==> config.mk <==
export PLATFORM = sky130hd
export DESIGN_NAME = time_of_day_calendar_counter_core
export DESIGN_NICKNAME = d
export VERILOG_FILES = /design/src/sv/todc_pkg.sv /design/src/sv/todc_next.sv /design/src/sv/time_of_day_calendar_counter_core.sv
export SDC_FILE = /design/constraint.sdc
export NUM_CORES = 1
export LEC_CHECK = 0
export BUFFER_PORTS_ARGS = -buffer_cell sky130_fd_sc_hd__buf_2
export CAP_MARGIN = 10
export CELL_PAD_IN_SITES_DETAIL_PLACEMENT = 0
export CELL_PAD_IN_SITES_GLOBAL_PLACEMENT = 1
export CORE_MARGIN = 8
export CORE_UTILIZATION = 26
export CTS_CLUSTER_SIZE = 25
export DETAILED_ROUTE_END_ITERATION = 6
export PLACE_DENSITY_LB_ADDON = 0.1
export RECOVER_POWER = 50
export SETUP_SLACK_MARGIN = 0.02
export SLEW_MARGIN = 0
export SYNTH_ARGS = -nofsm -noshare
export SYNTH_HDL_FRONTEND = slang
export SYNTH_HIERARCHICAL = 1
export SYNTH_SLANG_ARGS = --single-unit
==> constraint.sdc <==
create_clock -name i_clk -period 9.4 [get_ports i_clk]
set_clock_uncertainty 0.15 [all_clocks]
set_input_delay 0.94 -clock i_clk [delete_from_list [all_inputs] [get_ports i_clk]]
set_output_delay 0.94 -clock i_clk [all_outputs]
set_load 0.02 [all_outputs]
==> src/sv/todc_pkg.sv <==
// todc_pkg: shared types, item kind codes and month length lookup
// for the time of day calendar counter; no dependencies
package todc_pkg;

    localparam logic [1:0] KIND_TICK     = 2'd0;
    localparam logic [1:0] KIND_SET_DATE = 2'd1;
    localparam logic [1:0] KIND_SET_TIME = 2'd2;
    localparam logic [1:0] KIND_SET_WDAY = 2'd3;

    localparam logic [5:0] SEC_LAST   = 6'd59;
    localparam logic [5:0] MIN_LAST   = 6'd59;
    localparam logic [4:0] HOUR_LAST  = 5'd23;
    localparam logic [3:0] MONTH_LAST = 4'd12;
    localparam logic [2:0] WDAY_LAST  = 3'd6;

    localparam logic [6:0] HOURS_PER_DAY  = 7'd24;
    localparam logic [6:0] MINS_PER_HOUR  = 7'd60;
    localparam logic [6:0] MONTHS_PER_YR  = 7'd12;
    localparam logic [2:0] DAYS_PER_WEEK  = 3'd7;

    typedef struct packed {
        logic [5:0] second;
        logic [5:0] minute;
        logic [4:0] hour;
        logic [4:0] day;
        logic [3:0] month;
        logic [2:0] weekday;
    } t_clock;

    typedef struct packed {
        logic [1:0] kind;
        logic [6:0] new_month;
        logic [6:0] new_day;
        logic [6:0] new_hour;
        logic [6:0] new_minute;
        logic [2:0] new_weekday;
    } t_item;

    typedef struct packed {
        logic time_updated;
        logic date_updated;
    } t_flags;

    // fixed month lengths, no leap years; codes outside 1..12 give 0
    function automatic logic [4:0] month_len(input logic [3:0] month);
        logic [4:0] len;
        case (month)
            4'd2:                      len = 5'd28;
            4'd4, 4'd6, 4'd9, 4'd11:   len = 5'd30;
            4'd1, 4'd3, 4'd5, 4'd7,
            4'd8, 4'd10, 4'd12:        len = 5'd31;
            default:                   len = 5'd0;
        endcase
        return len;
    endfunction

endpackage

==> src/sv/todc_next.sv <==
// todc_next: next clock/calendar value and update flags for one item
// depends on todc_pkg
module todc_next (
    input  todc_pkg::t_clock i_cur,
    input  todc_pkg::t_item  i_item,
    output todc_pkg::t_clock o_nxt,
    output todc_pkg::t_flags o_flags
);
    import todc_pkg::*;

    logic       sec_wrap;
    logic       min_wrap;
    logic       hour_wrap;
    logic       month_end;
    logic [3:0] set_month;
    logic [4:0] set_len;

    assign sec_wrap  = (i_cur.second >= SEC_LAST);
    assign min_wrap  = (i_cur.minute >= MIN_LAST);
    assign hour_wrap = (i_cur.hour >= HOUR_LAST);
    // a day left past the month end by a date set also wraps here
    assign month_end = (i_cur.day >= month_len(i_cur.month));

    // month is loaded first, the day is checked against the resulting month
    assign set_month = (i_item.new_month >= 7'd1 && i_item.new_month <= MONTHS_PER_YR)
                     ? i_item.new_month[3:0] : i_cur.month;
    assign set_len   = month_len(set_month);

    always_comb begin
        o_nxt   = i_cur;
        o_flags = '0;
        case (i_item.kind)
            KIND_TICK: begin
                if (!sec_wrap) begin
                    o_nxt.second = i_cur.second + 6'd1;
                end else begin
                    o_nxt.second = '0;
                    o_flags.time_updated = 1'b1;
                    if (!min_wrap) begin
                        o_nxt.minute = i_cur.minute + 6'd1;
                    end else begin
                        o_nxt.minute = '0;
                        if (!hour_wrap) begin
                            o_nxt.hour = i_cur.hour + 5'd1;
                        end else begin
                            o_nxt.hour = '0;
                            o_flags.date_updated = 1'b1;
                            o_nxt.weekday = (i_cur.weekday >= WDAY_LAST)
                                          ? 3'd0 : i_cur.weekday + 3'd1;
                            if (month_end) begin
                                o_nxt.day   = 5'd1;
                                o_nxt.month = (i_cur.month >= MONTH_LAST)
                                            ? 4'd1 : i_cur.month + 4'd1;
                            end else begin
                                o_nxt.day = i_cur.day + 5'd1;
                            end
                        end
                    end
                end
            end
            KIND_SET_DATE: begin
                o_nxt.month = set_month;
                if (i_item.new_day >= 7'd1 && i_item.new_day <= {2'b00, set_len}) begin
                    o_nxt.day = i_item.new_day[4:0];
                end
                o_flags.date_updated = 1'b1;
            end
            KIND_SET_TIME: begin
                if (i_item.new_hour < HOURS_PER_DAY) begin
                    o_nxt.hour = i_item.new_hour[4:0];
                end
                if (i_item.new_minute < MINS_PER_HOUR) begin
                    o_nxt.minute = i_item.new_minute[5:0];
                end
                o_nxt.second = '0;
                o_flags.time_updated = 1'b1;
            end
            KIND_SET_WDAY: begin
                if (i_item.new_weekday < DAYS_PER_WEEK) begin
                    o_nxt.weekday = i_item.new_weekday;
                    o_flags.date_updated = 1'b1;
                end
            end
            default: begin
                o_nxt   = i_cur;
                o_flags = '0;
            end
        endcase
    end

endmodule

==> src/sv/time_of_day_calendar_counter_core.sv <==
// time of day and calendar counter, top level
// depends on todc_pkg and todc_next
//
// input channel: i_in_valid / o_in_stall carry one item (tick, set date,
// set time or set weekday). output channel: o_out_valid / i_out_stall carry
// one result per item: the full time and date after that item plus the
// time_updated and date_updated flags.
// an accepted item lands in an input register; the counter update is then
// computed from it and the counter registers, which are also the result
// register, take the new value once the result register is empty or its
// result transfers out. throughput is one item per cycle while the receiver
// does not stall, set by the single update stage between the input
// register and the counter registers.
// the input register keeps taking items while a result waits, as long as
// the update stage can hand off; if the receiver stalls and both the result
// and the input register are full, o_in_stall rises until the result moves.
// reset (synchronous, active low) empties both stages and sets the clock
// to 00:00:00, day 1, month 1, weekday 0.
module time_of_day_calendar_counter_core (
    input  logic       i_clk,
    input  logic       i_rst_n,
    input  logic       i_in_valid,
    output logic       o_in_stall,
    input  logic [1:0] i_kind,
    input  logic [6:0] i_new_month,
    input  logic [6:0] i_new_day,
    input  logic [6:0] i_new_hour,
    input  logic [6:0] i_new_minute,
    input  logic [2:0] i_new_weekday,
    output logic       o_out_valid,
    input  logic       i_out_stall,
    output logic [5:0] o_second,
    output logic [5:0] o_minute,
    output logic [4:0] o_hour,
    output logic [4:0] o_day,
    output logic [3:0] o_month,
    output logic [2:0] o_weekday,
    output logic       o_time_updated,
    output logic       o_date_updated
);
    import todc_pkg::*;

    logic   r_in_valid;
    t_item  r_item;
    logic   r_out_valid;
    t_clock r_clock;
    t_flags r_flags;

    t_clock n_clock;
    t_flags n_flags;
    logic   out_load;
    logic   in_load;

    // counters change only when a result is written, so they are the result
    assign out_load   = r_in_valid && (!r_out_valid || !i_out_stall);
    assign o_in_stall = r_in_valid && !out_load;
    assign in_load    = i_in_valid && !o_in_stall;

    todc_next u_next (
        .i_cur   (r_clock),
        .i_item  (r_item),
        .o_nxt   (n_clock),
        .o_flags (n_flags)
    );

    always_ff @(posedge i_clk) begin
        if (!i_rst_n) begin
            r_in_valid <= 1'b0;
        end else if (!o_in_stall) begin
            r_in_valid <= i_in_valid;
        end
    end

    always_ff @(posedge i_clk) begin
        if (in_load) begin
            r_item <= '{kind: i_kind, new_month: i_new_month, new_day: i_new_day,
                        new_hour: i_new_hour, new_minute: i_new_minute,
                        new_weekday: i_new_weekday};
        end
    end

    always_ff @(posedge i_clk) begin
        if (!i_rst_n) begin
            r_out_valid <= 1'b0;
            r_clock     <= '{second: 6'd0, minute: 6'd0, hour: 5'd0,
                             day: 5'd1, month: 4'd1, weekday: 3'd0};
        end else begin
            if (out_load) begin
                r_out_valid <= 1'b1;
                r_clock     <= n_clock;
            end else if (!i_out_stall) begin
                r_out_valid <= 1'b0;
            end
        end
    end

    always_ff @(posedge i_clk) begin
        if (out_load) begin
            r_flags <= n_flags;
        end
    end

    assign o_out_valid    = r_out_valid;
    assign o_second       = r_clock.second;
    assign o_minute       = r_clock.minute;
    assign o_hour         = r_clock.hour;
    assign o_day          = r_clock.day;
    assign o_month        = r_clock.month;
    assign o_weekday      = r_clock.weekday;
    assign o_time_updated = r_flags.time_updated;
    assign o_date_updated = r_flags.date_updated;

endmodule

==> results.tsv <==
metric	value	unit
numCtsBuffers	9	
cts_setup_buffers	0	
synth_cells	433	
avgSynthCellArea	9.41	um^2
drive_above_1_share	0.149	
critPathKind	flop to flop	
ff2ff_setup_slack	5200	ps
fin_ws	5200	ps
fin_hold_ws	353	ps
final-hold-violation-count	0	
holdBufCountCts	0	
worstSetupStartpointType	flop	
cts_tree	done	
syn_to_final_growth	18.7	%
post_drt_wl_per_cell	16.2	um
cpPeakStageDelay	560	ps
cp_common_cell	nand2_1	
synth_compound_area_frac	0.187	
synthXorXnorAreaFrac	0.00215	
ys_types	66	
peakVddDrop	0.0750	mV
timing.rr.start	r_item[27]	
place.detailed.hpwl	8250	um
instances_no_fill	714	
outcome	complete, but fails checks	
initial_core_util	0.267	
remaining_drc_errors	0	
dp.cells	698	
grt-busiest-layer	met2	
p_per_area	154	nW/um^2
critPathRequiredTime	9380	ps
fill_cells	1634	
setup_violations	0	
die-area	19900	um^2
leakagePower	1.87	nW
final_nets	557	
ys_seq_area_frac	0.410	
wl	11600	um
io_buffers	69	
synth_edf_count	35	
path_cells	or4_1 -> nand3_2 -> mux2i_1 -> nand2_1 -> o31ai_1 -> ha_1 -> a21oi_1 -> nand2_1 -> o21ai_1 -> o21ai_1 -> mux2_2 -> a221o_1 -> nand2_1 -> mux2i_1	
cp.buffers_inverters	0	
cp_max_fo	5	
regArea	1670	um^2
arrival	4190	ps
num_io_pins	70	
layout_min_cycle_time	4200	ps
avgViaCountPerCell	4.87	
finalMaxSlewViolations	93	
tightestPinTransition	2560	ps
synthSimpleGateAreaFrac	0.193	
syn_nets	492	
htreeDepth	3	
reg2reg_depth	14	
async_reset_ff_frac	0	
core-area	15300	um^2
violations	max-capacitance violations, max-slew violations	
grt_util_met3	0.0341	
path_clk_slew	60	ps
cts_repair_resize_count	0	
diodes	0	
synthAdderAreaFrac	0.0675	
die_height	141	um
drt_pass1_iterations	5	
cap_violations	2	
antenna_left	0	
ys_seq_elements	66	
cp_slowest_cell	or4_1	
endpoint_kind	flop	
min-delay-start	r_in_valid	
fin_crit_sh	0.447	
fin_setup_tns	0	ps
place.gp.congestion	0.748	
timing.fmax	0.238	GHz
antenna_found_initial	0	
synth_ff_type	edfxtp_1	
synth_top_family_by_area	simple AND/OR/NAND/NOR gates	
holdPathEnd	o_out_valid	
syn_area	4080	um^2
critical-path-top-delay-family	compound AO/OA/AOI/OAI gates	
vias	3478	
drt_iter0_markers	180	
r2r_end	o_day[4]	
grtUsageTotal	0.118	
grt_max_degree	61	
slew_headroom	-0.709	
yosys_warnings	6	
hold_depth	2	
rsz0062_at_grt	false	
pre_cts_ws	5320	ps
use_met1	0.141	
root_buffer	clkbuf_16	
die_x	141	um
muxShareOfSynthArea	0.0970	
holdCritPathClass	flop to flop	
std_cell_rows	45	
insertion_delay	340	ps
grt-ovfl-total	0	
grt_pass1_vias	3446	
grt_pass1_wl	18300	um
multiInputGateArea	2220	um^2
grt_use_met2	0.197	
clock_path_buffers	2	
clkSinkCount	66	
[layout make-up]
type,count,area share
Clock buffer,10,0.0494
Clock inverter,6,0.0135
Inverter,16,0.0124
Multi-Input combinational cell,334,0.459
Sequential cell,66,0.346
Tap cell,211,0.0546
Timing Repair Buffer,71,0.0652
[worst max path at each step]
stage                           from        to  slack, ps  cells past startpoint
after floorplan           r_item[24]  o_day[4]       5760                     14
after global placement    r_item[24]  o_day[4]       5500                     14
after detailed placement  r_item[24]  o_day[4]       5320                     14
after CTS                 r_item[24]  o_day[4]       5320                     14
after global routing      r_item[24]  o_day[4]       4920                     14
final                     r_item[27]  o_day[4]       5200                     14
[layer usage]
| layer | wire (um) | vias up |
|---|---|---|
| met5 | 0 | - |
| li1 | - | 1737 |
| met2 | 5560 | 64 |
| met4 | 155 | 0 |
| met3 | 457 | 9 |
| met1 | 5380 | 1668 |
[metrics by stage]
step | area (um^2) | util | total power, mW
global placement | 4590 | 0.301 | 0.405
CTS | 4890 | 0.321 | 0.761
global route | 4840 | 0.317 | 0.778
finish | 4840 | 0.317 | 0.744
detailed placement | 4590 | 0.301 | 0.406
floorplan | 4080 | - | 0.381
[logic make-up after synthesis]
logic type,count (synthesis)
XOR/XNOR,1
flip-flops,66
AO/OA/AOI/OAI,111
multiplexers,39
AND/OR/NAND/NOR,161
buffers and inverters,33
adder cells (fa/ha/maj),22
[cell usage in the layout, fill, tap and decap left out, drive strengths merged, types with 8 or more instances in the layout]
cell type,Yosys,layout
clkbuf,5,42
nor3,11,11
nor2,23,23
nand2,79,79
ha,22,22
buf,12,39
edfxtp,35,35
o21ai,31,31
a21oi,25,25
inv,16,17
dfxtp,31,31
mux2i,35,35
nand3,9,9
o31ai,8,8
[Yosys cell counts, drive strengths merged (9+ instances only)]
cell type  instances  area, um^2
ha                22         275
a21oi             25         125
o21ai             31         155
edfxtp            35        1050
nor3              11        65.1
nor2              23        88.8
nand3              9        50.1
buf               12        98.8
mux2i             35         350
inv               16        60.1
dfxtp             31         621
nand2             79         312
[worst register-to-register path, delay by kind of cell (launching register included)]
family	cells	cell delay, ps
AO/OA/AOI/OAI	5	1320
adder cells (fa/ha/maj)	1	360
flip-flops	1	410
multiplexers	3	790
AND/OR/NAND/NOR	5	980
[registers in the layout, summed over array words and instances (netlist names)]
| name | cells |
|---|---|
| o_day | 5 |
| r_in_valid | 1 |
| o_second | 6 |
| o_date_updated | 1 |
| o_minute | 6 |
| o_hour | 5 |
| r_item | 33 |
| o_weekday | 3 |
| o_time_updated | 1 |
| o_month | 4 |
| o_out_valid | 1 |
[report_power, final]
| group | total [mW] | switching (mW) | internal, mW |
|---|---|---|---|
| registers | 0.325 | 0.00885 | 0.316 |
| logic | 0.0730 | 0.0442 | 0.0288 |
| clock network | 0.346 | 0.133 | 0.213 |
| total | 0.744 | 0.186 | 0.558 |
No activity file was read; power rests on OpenSTA's default activity.
